## src/design/tcaf_pkg.sv

```systemverilog
// Shared types and constants of the two-class age-ordered FIFO unit.
// No dependencies.
package tcaf_pkg;

    localparam int DEPTH_DEFAULT    = 16;
    localparam int TAG_BITS_DEFAULT = 16;
    localparam int TAG_W            = 16;
    localparam int STAMP_W          = 16;

    typedef enum logic [1:0] {
        ACT_ENQUEUE   = 2'd0,
        ACT_TAKE_ANY  = 2'd1,
        ACT_TAKE_KIND = 2'd2
    } tcaf_action_t;

    typedef enum logic [1:0] {
        ST_DONE  = 2'd0,
        ST_EMPTY = 2'd1,
        ST_FULL  = 2'd2
    } tcaf_status_t;

    typedef struct packed {
        logic [1:0]       action;
        logic             kind;
        logic [TAG_W-1:0] item_tag;
    } tcaf_in_t;

    typedef struct packed {
        tcaf_status_t       status;
        logic               out_kind;
        logic [TAG_W-1:0]   out_tag;
        logic [STAMP_W-1:0] out_stamp;
    } tcaf_out_t;

    typedef struct packed {
        logic empty;
        logic full;
    } tcaf_fifo_stat_t;

endpackage

```

## src/design/tcaf_class_fifo.sv

```systemverilog
// One circular class FIFO with a registered head read port.
// Depends on tcaf_pkg for the status struct.
module tcaf_class_fifo #(
    parameter int DEPTH   = 16,
    parameter int TAG_W   = 16,
    parameter int STAMP_W = 16
) (
    input  logic                     clk,
    input  logic                     rst_n,
    input  logic                     push,
    input  logic                     pop,
    input  logic [TAG_W-1:0]         push_tag,
    input  logic [STAMP_W-1:0]       push_stamp,
    output logic [TAG_W-1:0]         head_tag,
    output logic [STAMP_W-1:0]       head_stamp,
    output tcaf_pkg::tcaf_fifo_stat_t stat
);
    import tcaf_pkg::*;

    localparam int PTR_W   = $clog2(DEPTH);
    localparam int CNT_W   = $clog2(DEPTH + 1);
    localparam int ENTRY_W = TAG_W + STAMP_W;

    logic [ENTRY_W-1:0] mem [DEPTH];
    logic [ENTRY_W-1:0] head_entry_reg;
    logic [ENTRY_W-1:0] push_entry;
    logic [PTR_W-1:0]   head_reg;
    logic [PTR_W-1:0]   head_next;
    logic [PTR_W-1:0]   tail_reg;
    logic [PTR_W-1:0]   tail_next;
    logic [CNT_W-1:0]   count_reg;
    logic [CNT_W-1:0]   count_next;

    function automatic logic [PTR_W-1:0] advance(input logic [PTR_W-1:0] ptr);
        return (ptr == PTR_W'(DEPTH - 1)) ? '0 : ptr + 1'b1;
    endfunction

    assign push_entry = {push_tag, push_stamp};
    assign head_next  = pop ? advance(head_reg) : head_reg;
    assign tail_next  = push ? advance(tail_reg) : tail_reg;

    always_comb
    begin
        count_next = count_reg;
        if (push)
        begin
            count_next = count_reg + 1'b1;
        end
        else if (pop)
        begin
            count_next = count_reg - 1'b1;
        end
    end

    always_ff @(posedge clk or negedge rst_n)
    begin
        if (!rst_n)
        begin
            head_reg  <= '0;
            tail_reg  <= '0;
            count_reg <= '0;
        end
        else
        begin
            head_reg  <= head_next;
            tail_reg  <= tail_next;
            count_reg <= count_next;
        end
    end

    // The read port always fetches the entry that will be at the head next cycle.
    // A write to that same entry is forwarded so a push into an empty queue is seen.
    always_ff @(posedge clk)
    begin
        if (push)
        begin
            mem[tail_reg] <= push_entry;
        end
        if (push && (tail_reg == head_next))
        begin
            head_entry_reg <= push_entry;
        end
        else
        begin
            head_entry_reg <= mem[head_next];
        end
    end

    assign head_tag   = head_entry_reg[ENTRY_W-1:STAMP_W];
    assign head_stamp = head_entry_reg[STAMP_W-1:0];
    assign stat.empty = (count_reg == '0);
    assign stat.full  = (count_reg == CNT_W'(DEPTH));

endmodule

```

## src/design/two_class_age_ordered_fifo_unit.sv

```systemverilog
// Top level of the two-class age-ordered FIFO unit.
// Depends on tcaf_pkg and tcaf_class_fifo.

// Each accepted item is served in the cycle it is accepted, and its single result
// item appears in the output register on the next cycle, so the unit sustains one
// item per clock; in_ready drops only while a result waits and out_ready is low.
// Each class queue holds DEPTH items in a memory whose registered read port always
// holds the current head, so enqueue, take-any and take-of-class are all served in the
// cycle they are accepted. No clearing pass is needed after reset. Stamps are 16 bits
// and wrap, and take-any decides age by the sign of the modular difference of the head
// stamps, preferring the second class on a tie.
module two_class_age_ordered_fifo_unit #(
    parameter int DEPTH    = tcaf_pkg::DEPTH_DEFAULT,
    parameter int TAG_BITS = tcaf_pkg::TAG_BITS_DEFAULT
) (
    input  logic               clk,
    input  logic               rst_n,
    input  logic               in_valid,
    output logic               in_ready,
    input  tcaf_pkg::tcaf_in_t in_data,
    output logic               out_valid,
    input  logic               out_ready,
    output tcaf_pkg::tcaf_out_t out_data
);
    import tcaf_pkg::*;

    localparam int STORE_TAG_W = (TAG_BITS < TAG_W) ? TAG_BITS : TAG_W;

    logic                   in_accept;
    logic                   push_first_req;
    logic                   push_second_req;
    logic                   pop_first_req;
    logic                   pop_second_req;
    logic                   sel_second;
    logic [STAMP_W-1:0]     stamp_diff;
    logic [STORE_TAG_W-1:0] first_tag;
    logic [STORE_TAG_W-1:0] second_tag;
    logic [STORE_TAG_W-1:0] push_tag;
    logic [STAMP_W-1:0]     first_stamp;
    logic [STAMP_W-1:0]     second_stamp;
    tcaf_fifo_stat_t        first_stat;
    tcaf_fifo_stat_t        second_stat;
    logic [STAMP_W-1:0]     next_stamp_reg;
    logic [STAMP_W-1:0]     next_stamp_next;
    tcaf_out_t              result;
    tcaf_out_t              out_data_reg;
    logic                   out_valid_reg;

    assign in_ready  = !out_valid_reg || out_ready;
    assign in_accept = in_valid && in_ready;
    assign push_tag  = in_data.item_tag[STORE_TAG_W-1:0];

    tcaf_class_fifo #(
        .DEPTH   (DEPTH),
        .TAG_W   (STORE_TAG_W),
        .STAMP_W (STAMP_W)
    ) u_first_fifo (
        .clk        (clk),
        .rst_n      (rst_n),
        .push       (in_accept && push_first_req),
        .pop        (in_accept && pop_first_req),
        .push_tag   (push_tag),
        .push_stamp (next_stamp_reg),
        .head_tag   (first_tag),
        .head_stamp (first_stamp),
        .stat       (first_stat)
    );

    tcaf_class_fifo #(
        .DEPTH   (DEPTH),
        .TAG_W   (STORE_TAG_W),
        .STAMP_W (STAMP_W)
    ) u_second_fifo (
        .clk        (clk),
        .rst_n      (rst_n),
        .push       (in_accept && push_second_req),
        .pop        (in_accept && pop_second_req),
        .push_tag   (push_tag),
        .push_stamp (next_stamp_reg),
        .head_tag   (second_tag),
        .head_stamp (second_stamp),
        .stat       (second_stat)
    );

    // The first class is older when its head stamp lies behind the second's.
    assign stamp_diff = first_stamp - second_stamp;
    assign sel_second = first_stat.empty || (!second_stat.empty && !stamp_diff[STAMP_W-1]);

    always_comb
    begin
        result          = '0;
        result.status   = ST_DONE;
        push_first_req  = 1'b0;
        push_second_req = 1'b0;
        pop_first_req   = 1'b0;
        pop_second_req  = 1'b0;
        next_stamp_next = next_stamp_reg;
        case (in_data.action)
            ACT_ENQUEUE:
            begin
                result.out_kind = in_data.kind;
                if (in_data.kind ? second_stat.full : first_stat.full)
                begin
                    result.status = ST_FULL;
                end
                else
                begin
                    push_first_req   = !in_data.kind;
                    push_second_req  = in_data.kind;
                    result.out_stamp = next_stamp_reg;
                    next_stamp_next  = next_stamp_reg + 1'b1;
                end
            end
            ACT_TAKE_ANY:
            begin
                if (first_stat.empty && second_stat.empty)
                begin
                    result.status = ST_EMPTY;
                end
                else if (sel_second)
                begin
                    pop_second_req   = 1'b1;
                    result.out_kind  = 1'b1;
                    result.out_tag   = TAG_W'(second_tag);
                    result.out_stamp = second_stamp;
                end
                else
                begin
                    pop_first_req    = 1'b1;
                    result.out_tag   = TAG_W'(first_tag);
                    result.out_stamp = first_stamp;
                end
            end
            ACT_TAKE_KIND:
            begin
                result.out_kind = in_data.kind;
                if (in_data.kind ? second_stat.empty : first_stat.empty)
                begin
                    result.status = ST_EMPTY;
                end
                else if (in_data.kind)
                begin
                    pop_second_req   = 1'b1;
                    result.out_tag   = TAG_W'(second_tag);
                    result.out_stamp = second_stamp;
                end
                else
                begin
                    pop_first_req    = 1'b1;
                    result.out_tag   = TAG_W'(first_tag);
                    result.out_stamp = first_stamp;
                end
            end
            default:
            begin
            end
        endcase
    end

    always_ff @(posedge clk or negedge rst_n)
    begin
        if (!rst_n)
        begin
            next_stamp_reg <= '0;
            out_valid_reg  <= 1'b0;
        end
        else
        begin
            if (in_accept)
            begin
                next_stamp_reg <= next_stamp_next;
                out_valid_reg  <= 1'b1;
            end
            else if (out_ready)
            begin
                out_valid_reg <= 1'b0;
            end
        end
    end

    always_ff @(posedge clk)
    begin
        if (in_accept)
        begin
            out_data_reg <= result;
        end
    end

    assign out_valid = out_valid_reg;
    assign out_data  = out_data_reg;

endmodule

```

## config.mk

```make
export PLATFORM = sky130hd
export DESIGN_NAME = two_class_age_ordered_fifo_unit
export DESIGN_NICKNAME = d
export VERILOG_FILES = /design/src/design/tcaf_pkg.sv /design/src/design/tcaf_class_fifo.sv /design/src/design/two_class_age_ordered_fifo_unit.sv
export SDC_FILE = /design/constraint.sdc
export NUM_CORES = 1
export LEC_CHECK = 0
export BUFFER_PORTS_ARGS = -buffer_cell sky130_fd_sc_hd__buf_4
export CAP_MARGIN = 5
export CORE_AREA = 2 2 315 317
export DETAILED_ROUTE_END_ITERATION = 10
export DIE_AREA = 0 0 317 319
export PLACE_DENSITY = 0.71
export SLEW_MARGIN = 20
export SYNTH_ARGS = -nofsm -noshare
export SYNTH_HDL_FRONTEND = slang
export SYNTH_SLANG_ARGS = --single-unit
export TNS_END_PERCENT = 30
```

## constraint.sdc

```tcl
create_clock -name clk -period 15.69 [get_ports clk]
set_clock_uncertainty 0.15 [all_clocks]
set_input_delay 1.569 -clock clk [delete_from_list [all_inputs] [get_ports clk]]
set_output_delay 1.569 -clock clk [all_outputs]
set_load 0.01 [all_outputs]
```

# Word level (Yosys, flattened, before mapping)
# Memories as Yosys holds them, arrays and structs flattened. A register that Yosys moved wholly into a read port is not among the register bits.
# Cells that the tools add are included.
[totals]
latch_bits = 0
ff_bits = 78
mem_bits_ro = 0
inputBits = 23
n_memories = 2
ram_bits = 1024
[memory_table]
columns = ["memory", "depth", "word_bits", "rd", "rd_clocked_by_memory_dff", "write_ports", "line", "source"]
rows = [
  ["u_first_fifo.mem", 16, 32, 1, 1, 1, "tcaf_class_fifo.sv:24", "logic [ENTRY_W-1:0] mem [DEPTH];"],
  ["u_second_fifo.mem", 16, 32, 1, 1, 1, "tcaf_class_fifo.sv:24", ""],
]
[classes]
n_div = 0
multipliers = 0
n_lt_le_gt_ge = 0
n_addsub = 10
reduce_logical = 20
n_bitwise = 1
shifts = 0
n_eq_ne = 8
muxes = 43
[ops]
columns = ["operator", "n"]
rows = [
  ["2-to-1 mux 32 bit", 3],
  ["one-hot mux 16 bit (3 select lines)", 1],
  ["2-to-1 mux 33 bit", 1],
  ["one-hot mux 16 bit (2 select lines)", 1],
  ["2-to-1 mux 4 bit", 6],
  ["2-to-1 mux 1 bit", 22],
  ["2-to-1 mux 5 bit", 4],
  ["adder 16 x 1 -> 16 bit (second input constant)", 1],
  ["adder 4 x 1 -> 4 bit (second input constant)", 4],
  ["== test 4 bit (second input constant)", 4],
  ["2-to-1 mux 16 bit", 1],
  ["subtractor 16 bit", 1],
  ["adder 5 x 1 -> 5 bit (second input constant)", 2],
  ["== test 5 bit (second input constant)", 2],
  ["logical NOT 5 bit", 2],
  ["subtractor 5 x 1 -> 5 bit (second input constant)", 2],
  ["one-hot mux 3 bit (3 select lines)", 1],
  ["logical AND 1 bit", 7],
  ["nonzero test 2 bit", 3],
  ["logical NOT 1 bit", 4],
  ["one-hot mux 1 bit (2 select lines)", 2],
  ["AND reduction 3 bit", 1],
  ["== test 2 x 1 -> 1 bit (second input constant)", 1],
  ["== test 2 bit (second input constant)", 1],
  ["other kinds (4)", 5],
]

# Longest topological paths before layout
# Gate-level depths: netlist of run 1.
[depth]
word_depth = 10
mapped_depth = 17

# By module
# A second synthesis of run 1 with hierarchy kept.
[hier_totals]
hier_cells = 2140
area_unflattened_um2 = 43703.2
[by_module_without_submodules]
columns = ["module", "area_per_inst_um2", "cells_per_inst", "seq_area_each_um2", "n_inst"]
rows = [
  ["tcaf_class_fifo at u_second_fifo", 20006.7, 886, 15780.1, 1],
  ["tcaf_class_fifo at u_first_fifo", 20002.9, 886, 15780.1, 1],
  ["two_class_age_ordered_fifo_unit", 3693.5, 368, 1476.4, 1],
]

# Least setup slack after synthesis of run 1
# No wires, ideal clock.
[synth_path]
path_kind = "input to register"
from = "input out_ready"
to = "memory u_first_fifo.mem[3][0] in the netlist's numbering, enable pin"
path_slack_ps = 8798
setup_time_ps = 461
t_required_ps = 15079
n_path_buf = 3
arrival_ps = 6281
cell_stages = 9
cell_sequence = "nand2b_1 > and2_1 > clkbuf_1 > and2_1 > clkbuf_1 > nor2b_1 > clkbuf_1 > nand2_1 > nor3_1"
[synth_via]
elab_chain_len = 5
[synth_rtl]
columns = ["element", "line", "source"]
rows = [
  ["from (decl)", "two_class_age_ordered_fifo_unit.sv:22", "input logic out_ready,"],
  ["logical OR 1 bit", "two_class_age_ordered_fifo_unit.sv:49", "assign in_ready = !out_valid_reg || out_ready;"],
  ["logical AND 1 bit", "two_class_age_ordered_fifo_unit.sv:50", "assign in_accept = in_valid && in_ready;"],
  ["named net in_accept", "two_class_age_ordered_fifo_unit.sv:29", "logic in_accept;"],
  ["logical AND 1 bit", "two_class_age_ordered_fifo_unit.sv:60", ".push (in_accept && push_first_req),"],
  ["2-to-1 mux 1 bit", "tcaf_class_fifo.sv:75", "if (push)"],
  ["2-to-1 mux 1 bit (implied by the code)", "tcaf_class_fifo.sv:77", "mem[tail_reg] <= push_entry;"],
  ["to (decl)", "tcaf_class_fifo.sv:24", ""],
]
# The timed path passes the listed nets, and every way through them passes these cells.

==> results_dict.tcl, run 1 <==
set metrics [dict create \
    required_ns 15.92 \
    dp_worst_setup_slack_ns 9.418 \
    worstSetupPathType "reg -> reg" \
    cp.arrival_ns 6.44 \
    grt_pass1_wl_mm 152.1 \
    num-nets-final 2158 \
    tns_ns 0 \
    p_per_area_nw_per_um2 167.3 \
    status "finished clean" \
    critPathMaxFanout 44 \
    hold_viol_final 0 \
    setup_violations 0 \
    finalNonFillerCells 3474 \
    cts_root_buf "clkbuf_16" \
    initial_core_util_pct 44.74 \
    rows 115 \
    synth-seq-cells 1110 \
    placed_area_um2 45980 \
    clk_pin_slew_ns 0.06 \
    routedWlPerCell_um 30.07 \
    ir_worst_vdd_mv 0.1311 \
    hold_path.class "reg -> reg" \
    synth.cell_area_um2 43710 \
    syn_avg_cell_area_um2 22.09 \
    cts-hold-fix-buffers 0 \
    timing.final.crit_share_pct 39.55 \
    drt_iter0_drc 3074 \
    grt_max_degree 73 \
    p_leak_uw 0.01581 \
    diodes 0 \
    via_per_inst 6.178 \
    place_congestion 0.7823 \
    dpl.hpwl_mm 52.99 \
    grtUsageTotal_pct 20.92 \
    clk_latency_ns 0.68 \
    die_y_um 319 \
    grt_overflow 0 \
    drive_gt1_share_pct 29.36 \
    drcViolationCount 0 \
    numPortBuffers 59 \
    slew_headroom_pct 22.84 \
    die_area_um2 101100 \
    period_needed_ns 6.205 \
    max_cap_viol_count 0 \
    rrSetupSlack_ns 9.49 \
    synth_cell_types 58 \
    finalPower_uw 8295 \
    post-place-cells 3277 \
    ys_warn_count 0 \
    ys_seq_area_share_pct 75.58 \
    cts_max_path_buffers 3 \
    area_growth_pct 13.43 \
    syn-instance-count 1979 \
    cts_resized 0 \
    clock_sinks 1110 \
    cp-end-kind "register" \
    antenna_left 0 \
    max_freq_ghz 0.1612 \
    grt_pass1_vias 21860 \
    fp.coreArea_um2 97700 \
    die_w_um 317 \
    layout_setup_ws_ns 9.485 \
    cts_tree "done" \
    cts_buffers 105 \
    finalInstanceArea_um2 49580 \
    cts_htree_levels 3 \
    post_cts_buffers 0 \
    antenna_found_initial 0 \
    worst-slew-pin-transition_ns 1.157 \
    drt_pass1_iterations 5 \
    rsz0062_at_grt "false" \
    slew_viol_final 0 \
    synth-edff-count 1059 \
    io_pins 60 \
    synth.net_count 2039 \
    drt-total-wl_mm 104.5 \
    yosys_most_used_dff "edfxtp_1" \
    vias 21460 \
    startpoint_type "register" \
    synthArstFlopShare_pct 3.874 \
]
-- routing by layer --
| metal | track usage, % | share of wire, % |
|---|---|---|
| met2 | 32.49 | 48 |
| met4 | 6.509 | 3.0 |
| met3 | 3.941 | 8.9 |
| met1 | 30.23 | 40 |
| met5 | 0 | 0 |
-- Yosys cell counts (all sizes together) (6+ instances only) --
cell type / number / area [um2]
mux2: 11 / 123.9
nor2b: 8 / 50.05
and2: 6 / 37.54
nor3: 13 / 70.07
dfrtp: 43 / 1076
a21o: 12 / 90.09
nand4: 10 / 62.56
nand2: 42 / 157.7
xnor2: 17 / 167.7
mux4: 317 / 7139
xor2: 10 / 87.58
nand2b: 10 / 62.56
clkbuf: 60 / 225.2
a22oi: 13 / 97.59
dfxtp: 8 / 160.2
buf: 39 / 177.7
a31oi: 6 / 37.54
edfxtp: 1059 / 31800
inv: 27 / 101.4
o21ai: 18 / 90.08
a21oi: 30 / 150.1
nor2: 49 / 183.9
mux2i: 49 / 490.5
ha: 35 / 437.9
o22ai: 27 / 182.7
nand3: 17 / 85.08
-- report_power, final --
| part | switching, uW | internal (uW) | leakage, uW |
|---|---|---|---|
| Clock | 1090 | 1520 | 0.00171 |
| Combinational | 1050 | 1020 | 0.00384 |
| Sequential | 238 | 3370 | 0.0103 |
| Total | 2380 | 5920 | 0.0158 |
-- final cells by class --
| class | count | area (um2) |
|---|---|---|
| Fill cell | 7384 | 48120 |
| Sequential cell | 1110 | 33070 |
| Multi-Input combinational cell | 743 | 10390 |
| Clock buffer | 136 | 2754 |
| Tap cell | 1287 | 1610 |
| Timing Repair Buffer | 111 | 849.6 |
| Clock inverter | 60 | 808.3 |
| Inverter | 27 | 101.3 |
-- placed cells by master (no fill, tap or decap), types with 5 or more instances in the layout --
master	n
buf_4	109
a21oi_1	30
bufinv_16	17
clkinv_2	13
nand3_1	17
clkinvlp_4	6
a21o_1	12
a31oi_1	6
mux4_2	317
nor2b_1	8
clkinv_1	16
edfxtp_1	1059
nand4_1	10
clkbuf_16	105
inv_1	26
nand2_1	42
o21ai_0	17
mux2i_1	49
and2_1	5
nor2_4	24
dfrtp_2	10
dfrtp_1	33
nor3_2	9
a22oi_1	13
o22ai_1	26
mux2_2	8
nor2_1	25
nand2b_1	10
ha_1	35
xor2_1	10
xnor2_1	16
clkbuf_1	30
and3_1	5
-- critical path, cell delays in order (launching register included) --
cell      delay (ns)
dfxtp_4         0.90
buf_4           0.83
mux4_2          0.61
mux4_2          0.57
inv_1           0.10
ha_1            0.24
nand2_1         0.09
o21ai_0         0.11
a221oi_1        0.44
o21ai_0         0.24
nor4_1          0.49
or3_1           0.31
buf_4           0.39
mux2i_1         0.27
o22ai_1         0.10
-- metrics by stage --
stage               util (%)  hold slack [ns]
floorplan                  -           0.3094
global placement       47.07           0.3414
detailed placement     47.07           0.3468
CTS                    50.71           0.3645
global route           50.75           0.3873
finish                 50.75           0.3616
-- worst paths after layout --
check	from	endpoint	cells past startpoint
setup / recovery	register	out_data[21]$_DFFE_PP_	14
hold / removal	u_second_fifo.head_reg[3]$_DFF_PN0_	u_second_fifo.head_reg[3]$_DFF_PN0_	1
setup reg to reg	register	out_data[21]$_DFFE_PP_	14
hold reg to reg	u_second_fifo.head_reg[3]$_DFF_PN0_	u_second_fifo.head_reg[3]$_DFF_PN0_	1
max in group asynchronous	rst_n	next_stamp_reg[3]$_DFFE_PN0P_	1
min in group asynchronous	rst_n	u_first_fifo.count_reg[2]$_DFFE_PN0P_	1
-- logic make-up (layout without fill, tap and decap cells) --
family          Yosys count  count (layout)  synth area share, %
compound gates          130             130                1.961
fa+ha+maj                37              37                1.093
buf+inv                 126             334                1.154
xor+xnor                 27              27               0.5839
simple gates            172             172                1.889
flops                  1110            1110                75.58
mux                     377             377                17.74
Note: power is estimated with default switching activity, not from simulation.
==> run 2, diff against run 1 <==
clock period = 6.2 ns   (was 15.69 ns; I/O delays follow)
==> run 2 against run 1 <==
Against the previous run: hold slack worse by 0.27 ns; register-to-register slack worse by 8.7 ns; core utilization is 0.099 points higher; final cell count is 0.60% higher; global-route usage is 0.29 points lower; routed wire length is 1.0% lower; power grew to 2.5 times the previous value; critical path depth is 1 lower; largest cell class unchanged; largest power group unchanged.
==> results_dict.tcl, run 2 (same netlist as run 1, synthesis figures left out) <==
set metrics [dict create \
    startpoint_type "register" \
    hold_viol_final 0 \
    slowest_delay_ns 0.82 \
    grt_pass1_wl_mm 150.8 \
    clk_latency_ns 0.70 \
    grt_overflow 0 \
    place_congestion 0.9047 \
    num-nets-final 2172 \
    status "finished clean" \
    cts_buffers 109 \
    drt_pass1_iterations 5 \
    drt-total-wl_mm 103.4 \
    p_per_area_nw_per_um2 420.9 \
    antenna_found_initial 0 \
    cts_root_buf "clkbuf_16" \
    setup_violations 0 \
    cp.arrival_ns 5.68 \
    rows 115 \
    hold_path.class "in -> reg" \
    numPortBuffers 59 \
    filler_cell_count 7385 \
    worst-slew-pin-transition_ns 1.150 \
    max_cap_viol_count 0 \
    die_y_um 319 \
    die_w_um 317 \
    clk_pin_slew_ns 0.06 \
    cts_tree "done" \
    max_freq_ghz 0.1839 \
    tns_ns 0 \
    p_leak_uw 0.01597 \
    dpl.hpwl_mm 55.55 \
    ir_worst_vdd_mv 0.3496 \
    post_cts_buffers 0 \
    grtUsageTotal_pct 20.63 \
    worstSetupPathType "reg -> reg" \
    io_pins 60 \
    antenna_left 0 \
    drcViolationCount 0 \
    fp.coreArea_um2 97700 \
    placed_area_um2 46090 \
    via_per_inst 6.145 \
    drt_iter0_drc 2619 \
    initial_core_util_pct 44.74 \
    die_area_um2 101100 \
    path_cells "buf_12 > mux4_2 > mux4_2 > ha_1 > a21o_1 > a21o_1 > a211oi_1 > o21ai_0 > nor4_1 > or3_1 > buf_4 > mux2i_1 > o22ai_1" \
    critical-path-top-delay-family "multiplexers" \
    required_ns 6.45 \
    seq_area_um2 33070 \
    cts_htree_levels 3 \
    routedWlPerCell_um 29.59 \
    area_growth_pct 13.65 \
    timing.final.crit_share_pct 87.70 \
    vias 21480 \
    drive_gt1_share_pct 30.12 \
    worst_path_max_delay_cell "dfxtp_4" \
    grt_max_degree 82 \
    multiInputGateArea_um2 10390 \
    critPathMaxFanout 34 \
    clock_sinks 1110 \
    grt_pass1_vias 21660 \
    finalInstanceArea_um2 49680 \
    slew_headroom_pct 23.32 \
    slew_viol_final 0 \
    diodes 0 \
    cp-end-kind "register" \
    cts_max_path_buffers 3 \
    path_buf_inv 2 \
    period_needed_ns 5.437 \
    final_cell_mix "edfxtp_1, mux4_2, buf_4" \
    final_common_cell "edfxtp_1" \
    rsz0062_at_grt "false" \
]
## run 2: changes by cell type in the layout (fill, tap and decap cells not counted), sizes merged, moves of 4 or more
cell,delta
clkbuf,-4
buf,+8
bufinv,-7
inv,+4
clkinv,+16
## run 2: through the flow
| stage | setup WS, ns | power (uW) | util (%) | hold WS, ns | std cells |
|---|---|---|---|---|---|
| 2_1_floorplan | 0.2568 | 12950 | - | 0.1744 | 1979 |
| 3_3_place_gp | 0.8583 | 14350 | 47.17 | 0.3386 | 3286 |
| 3_5_place_dp | 0.7334 | 14490 | 47.17 | 0.3487 | 3286 |
| 4_1_cts | 0.7753 | 20990 | 50.84 | 0.05272 | 3495 |
| 5_1_grt | 0.4898 | 21660 | 50.85 | 0.08082 | 3495 |
| 6_report | 0.7629 | 20910 | 50.85 | 0.09616 | 3495 |
## run 2: tightest hold or removal path, stage by stage
cell	delay, ns
buf_4	0.07
nand2b_1	0.12
nand2b_1	0.07
## run 2: repair_timing
item,4_1_cts,5_1_grt
endpoints found under the setup margin,0,0
hold buffers,2,0
endpoints found under the hold margin,44,0
gates resized for setup,0,0
## run 2: path summary, 6_finish.rpt
check / cells past startpoint / endpoint / slack (ns) / start
setup / recovery: 13 / out_data[22]$_DFFE_PP_ / 0.76 / register
hold / removal: 3 / out_valid$_DFFE_PN0P_ / 0.1 / out_ready
setup reg to reg: 13 / out_data[22]$_DFFE_PP_ / 0.76 / register
hold reg to reg: 1 / register / 0.35 / u_second_fifo.head_reg[3]$_DFF_PN0_
max in group asynchronous: 2 / next_stamp_reg[7]$_DFFE_PN0P_ / 5.06 / rst_n
min in group asynchronous: 2 / out_valid$_DFFE_PN0P_ / 0.35 / rst_n
## run 2: where the power goes
group / total (uW) / leakage [uW] / switching [uW] / internal (uW)
clock: 6530 / 0.00173 / 2810 / 3720
sequential: 9100 / 0.0103 / 575 / 8520
combinational: 5280 / 0.00391 / 2680 / 2600
## run 2: metal layers
metal	wire (um)	vias to the layer above	global-route usage [%]
met5	0	-	0
met4	3318	0	7.317
met3	9216	157	3.707
met2	49590	1160	31.96
met1	41300	11540	29.62
li1	-	8625	-
## run 2: layout make-up
type                    instances  area share, %
clock buffers                 132          5.747
clock inverters                75          1.415
inverters                      27         0.2040
multi-input cells             743          20.92
flip-flops and latches       1110          66.56
well taps                    1287          3.241
repair buffers                121          1.914
==> run 3, diff against run 2 <==
PLACE_DENSITY = unset   (was 0.71)
PLACE_DENSITY_LB_ADDON = 0.05   (was unset)
==> run 3 against run 2 <==
Against the previous run: global-route usage increased by 1.7 points; largest cell class unchanged; non-clock buffer count increased by 16; die area unchanged; critical path type unchanged; power increased by 2.4%; final area increased by 0.72%; critical endpoint is now out_data[28]$_DFFE_PP_; critical path depth unchanged; via count decreased by 2.0%; highest routed layer unchanged.
==> results_dict.tcl, run 3 (same netlist as run 1, synthesis figures left out) <==
set metrics [dict create \
    die_y_um 319 \
    cp.arrival_ns 5.55 \
    hold_viol_final 0 \
    place_congestion 0.7510 \
    drt_pass1_iterations 5 \
    setup_violations 0 \
    clk_latency_ns 0.70 \
    final_common_cell "edfxtp_1" \
    worstSetupPathType "reg -> reg" \
    num-nets-final 2195 \
    routedWlPerCell_um 31.55 \
    slew_viol_final 0 \
    clk_pin_slew_ns 0.06 \
    p_per_area_nw_per_um2 427.8 \
    critPathCapture "out_data[28]$_DFFE_PP_" \
    initial_core_util_pct 44.74 \
    drive_gt1_share_pct 30.30 \
    drt_iter0_drc 2249 \
    antenna_found_initial 0 \
    numPortBuffers 59 \
    grt_pass1_wl_mm 158.5 \
    timing.final.crit_share_pct 86.21 \
    grt_max_degree 45 \
    die_area_um2 101100 \
    slew_headroom_pct 26.25 \
    drt-total-wl_mm 111.0 \
    die_w_um 317 \
    clock_sinks 1110 \
    cts_tree "done" \
    ff2ff_path_depth 13 \
    rows 115 \
    area_growth_pct 14.47 \
    final_cell_mix "edfxtp_1, mux4_2, buf_4" \
    cts-hold-fix-buffers 2 \
    grt_overflow 0 \
    max_freq_ghz 0.1871 \
    layout_setup_ws_ns 0.8550 \
    max_cap_viol_count 0 \
    finalPower_uw 21410 \
    status "finished clean" \
    cp-end-kind "register" \
    cts_max_path_buffers 3 \
    startpoint_type "register" \
    p_leak_uw 0.01604 \
    rsz0062_at_grt "false" \
    via_per_inst 5.980 \
    grtUsageTotal_pct 22.32 \
    tns_ns 0 \
    r2r-end "out_data[28]$_DFFE_PP_" \
    fp.coreArea_um2 97700 \
    cts_root_buf "clkbuf_16" \
    worst-slew-pin-transition_ns 1.104 \
    antenna_left 0 \
    dpl.hpwl_mm 61.20 \
    cts_htree_levels 3 \
    diodes 0 \
    ir_worst_vdd_mv 0.6371 \
    dp_worst_setup_slack_ns 0.8446 \
    post_cts_buffers 0 \
    period_needed_ns 5.345 \
    vias 21040 \
    cts_buffers 116 \
    required_ns 6.40 \
    hold_path.class "in -> reg" \
    drcViolationCount 0 \
    utilization_pct 51.21 \
    io_pins 60 \
    grt_pass1_vias 21720 \
    rrSetupSlack_ns 0.85 \
    cts_resized 0 \
    critPathMaxFanout 20 \
]
==> run 3: cell count changes in the layout (fill, tap and decap cells not counted), sizes merged <==
cell      previous run  this run
bufinv              10         9
clkinv              50        56
buf                119       135
clkbuf             132       139
inv                 34        31
clkinvlp             8         6
==> run 3: layout make-up <==
class                      count  area, um2
clock buffer                 139       2989
tap                         1287       1610
timing repair buffer         137       1209
fill                        7710      47660
inverter                      27      101.3
clock inverter                75      665.6
multi-input combinational    743      10390
sequential                  1110      33070
==> run 3: stage by stage <==
step / std cells / cell area (um2) / hold WS (ns)
floorplan: 1979 / 43710 / 0.1744
global placement: 3302 / 46350 / 0.3465
detailed placement: 3302 / 46350 / 0.3646
CTS: 3518 / 50020 / 0.05303
global route: 3518 / 50040 / 0.09287
finish: 3518 / 50040 / 0.08780
==> run 3: worst min path at each step <==
stage                                          start                                    end  cells past startpoint
2_1_floorplan                                  rst_n          next_stamp_reg[0]$_DFFE_PN0P_                      0
3_3_place_gp     u_second_fifo.head_reg[3]$_DFF_PN0_    u_second_fifo.head_reg[3]$_DFF_PN0_                      1
3_5_place_dp   u_first_fifo.count_reg[2]$_DFFE_PN0P_  u_first_fifo.count_reg[2]$_DFFE_PN0P_                      1
4_1_cts                                    out_ready                  out_valid$_DFFE_PN0P_                      3
5_1_grt                                    out_ready                  out_valid$_DFFE_PN0P_                      3
6_report                                   out_ready                  out_valid$_DFFE_PN0P_                      3
==> run 3: layer usage <==
layer  track usage (%)  share of wire [%]
met5                 0                  0
met4             6.373                2.4
met3             3.843                6.1
met2             34.95                 48
met1             32.43                 43
==> run 3: critical path: stages (launching register included) <==
cell and delay (ns):
dfxtp_4 0.61, buf_4 0.46, mux4_2 0.55, mux4_2 0.56
inv_1 0.10, ha_1 0.24, a21oi_1 0.16, nor2_1 0.05
a211oi_1 0.45, o21ai_0 0.25, nor4_1 0.49, or3_1 0.27
mux2i_1 0.39, o22ai_1 0.23
==> run 3: power by group <==
group	internal [uW]	switching, uW	total [uW]	leakage [uW]
Sequential	8530	411	8940	0.0103
Clock	3810	2890	6690	0.00177
Combinational	2710	3060	5770	0.00401
Total	15000	6360	21400	0.0160
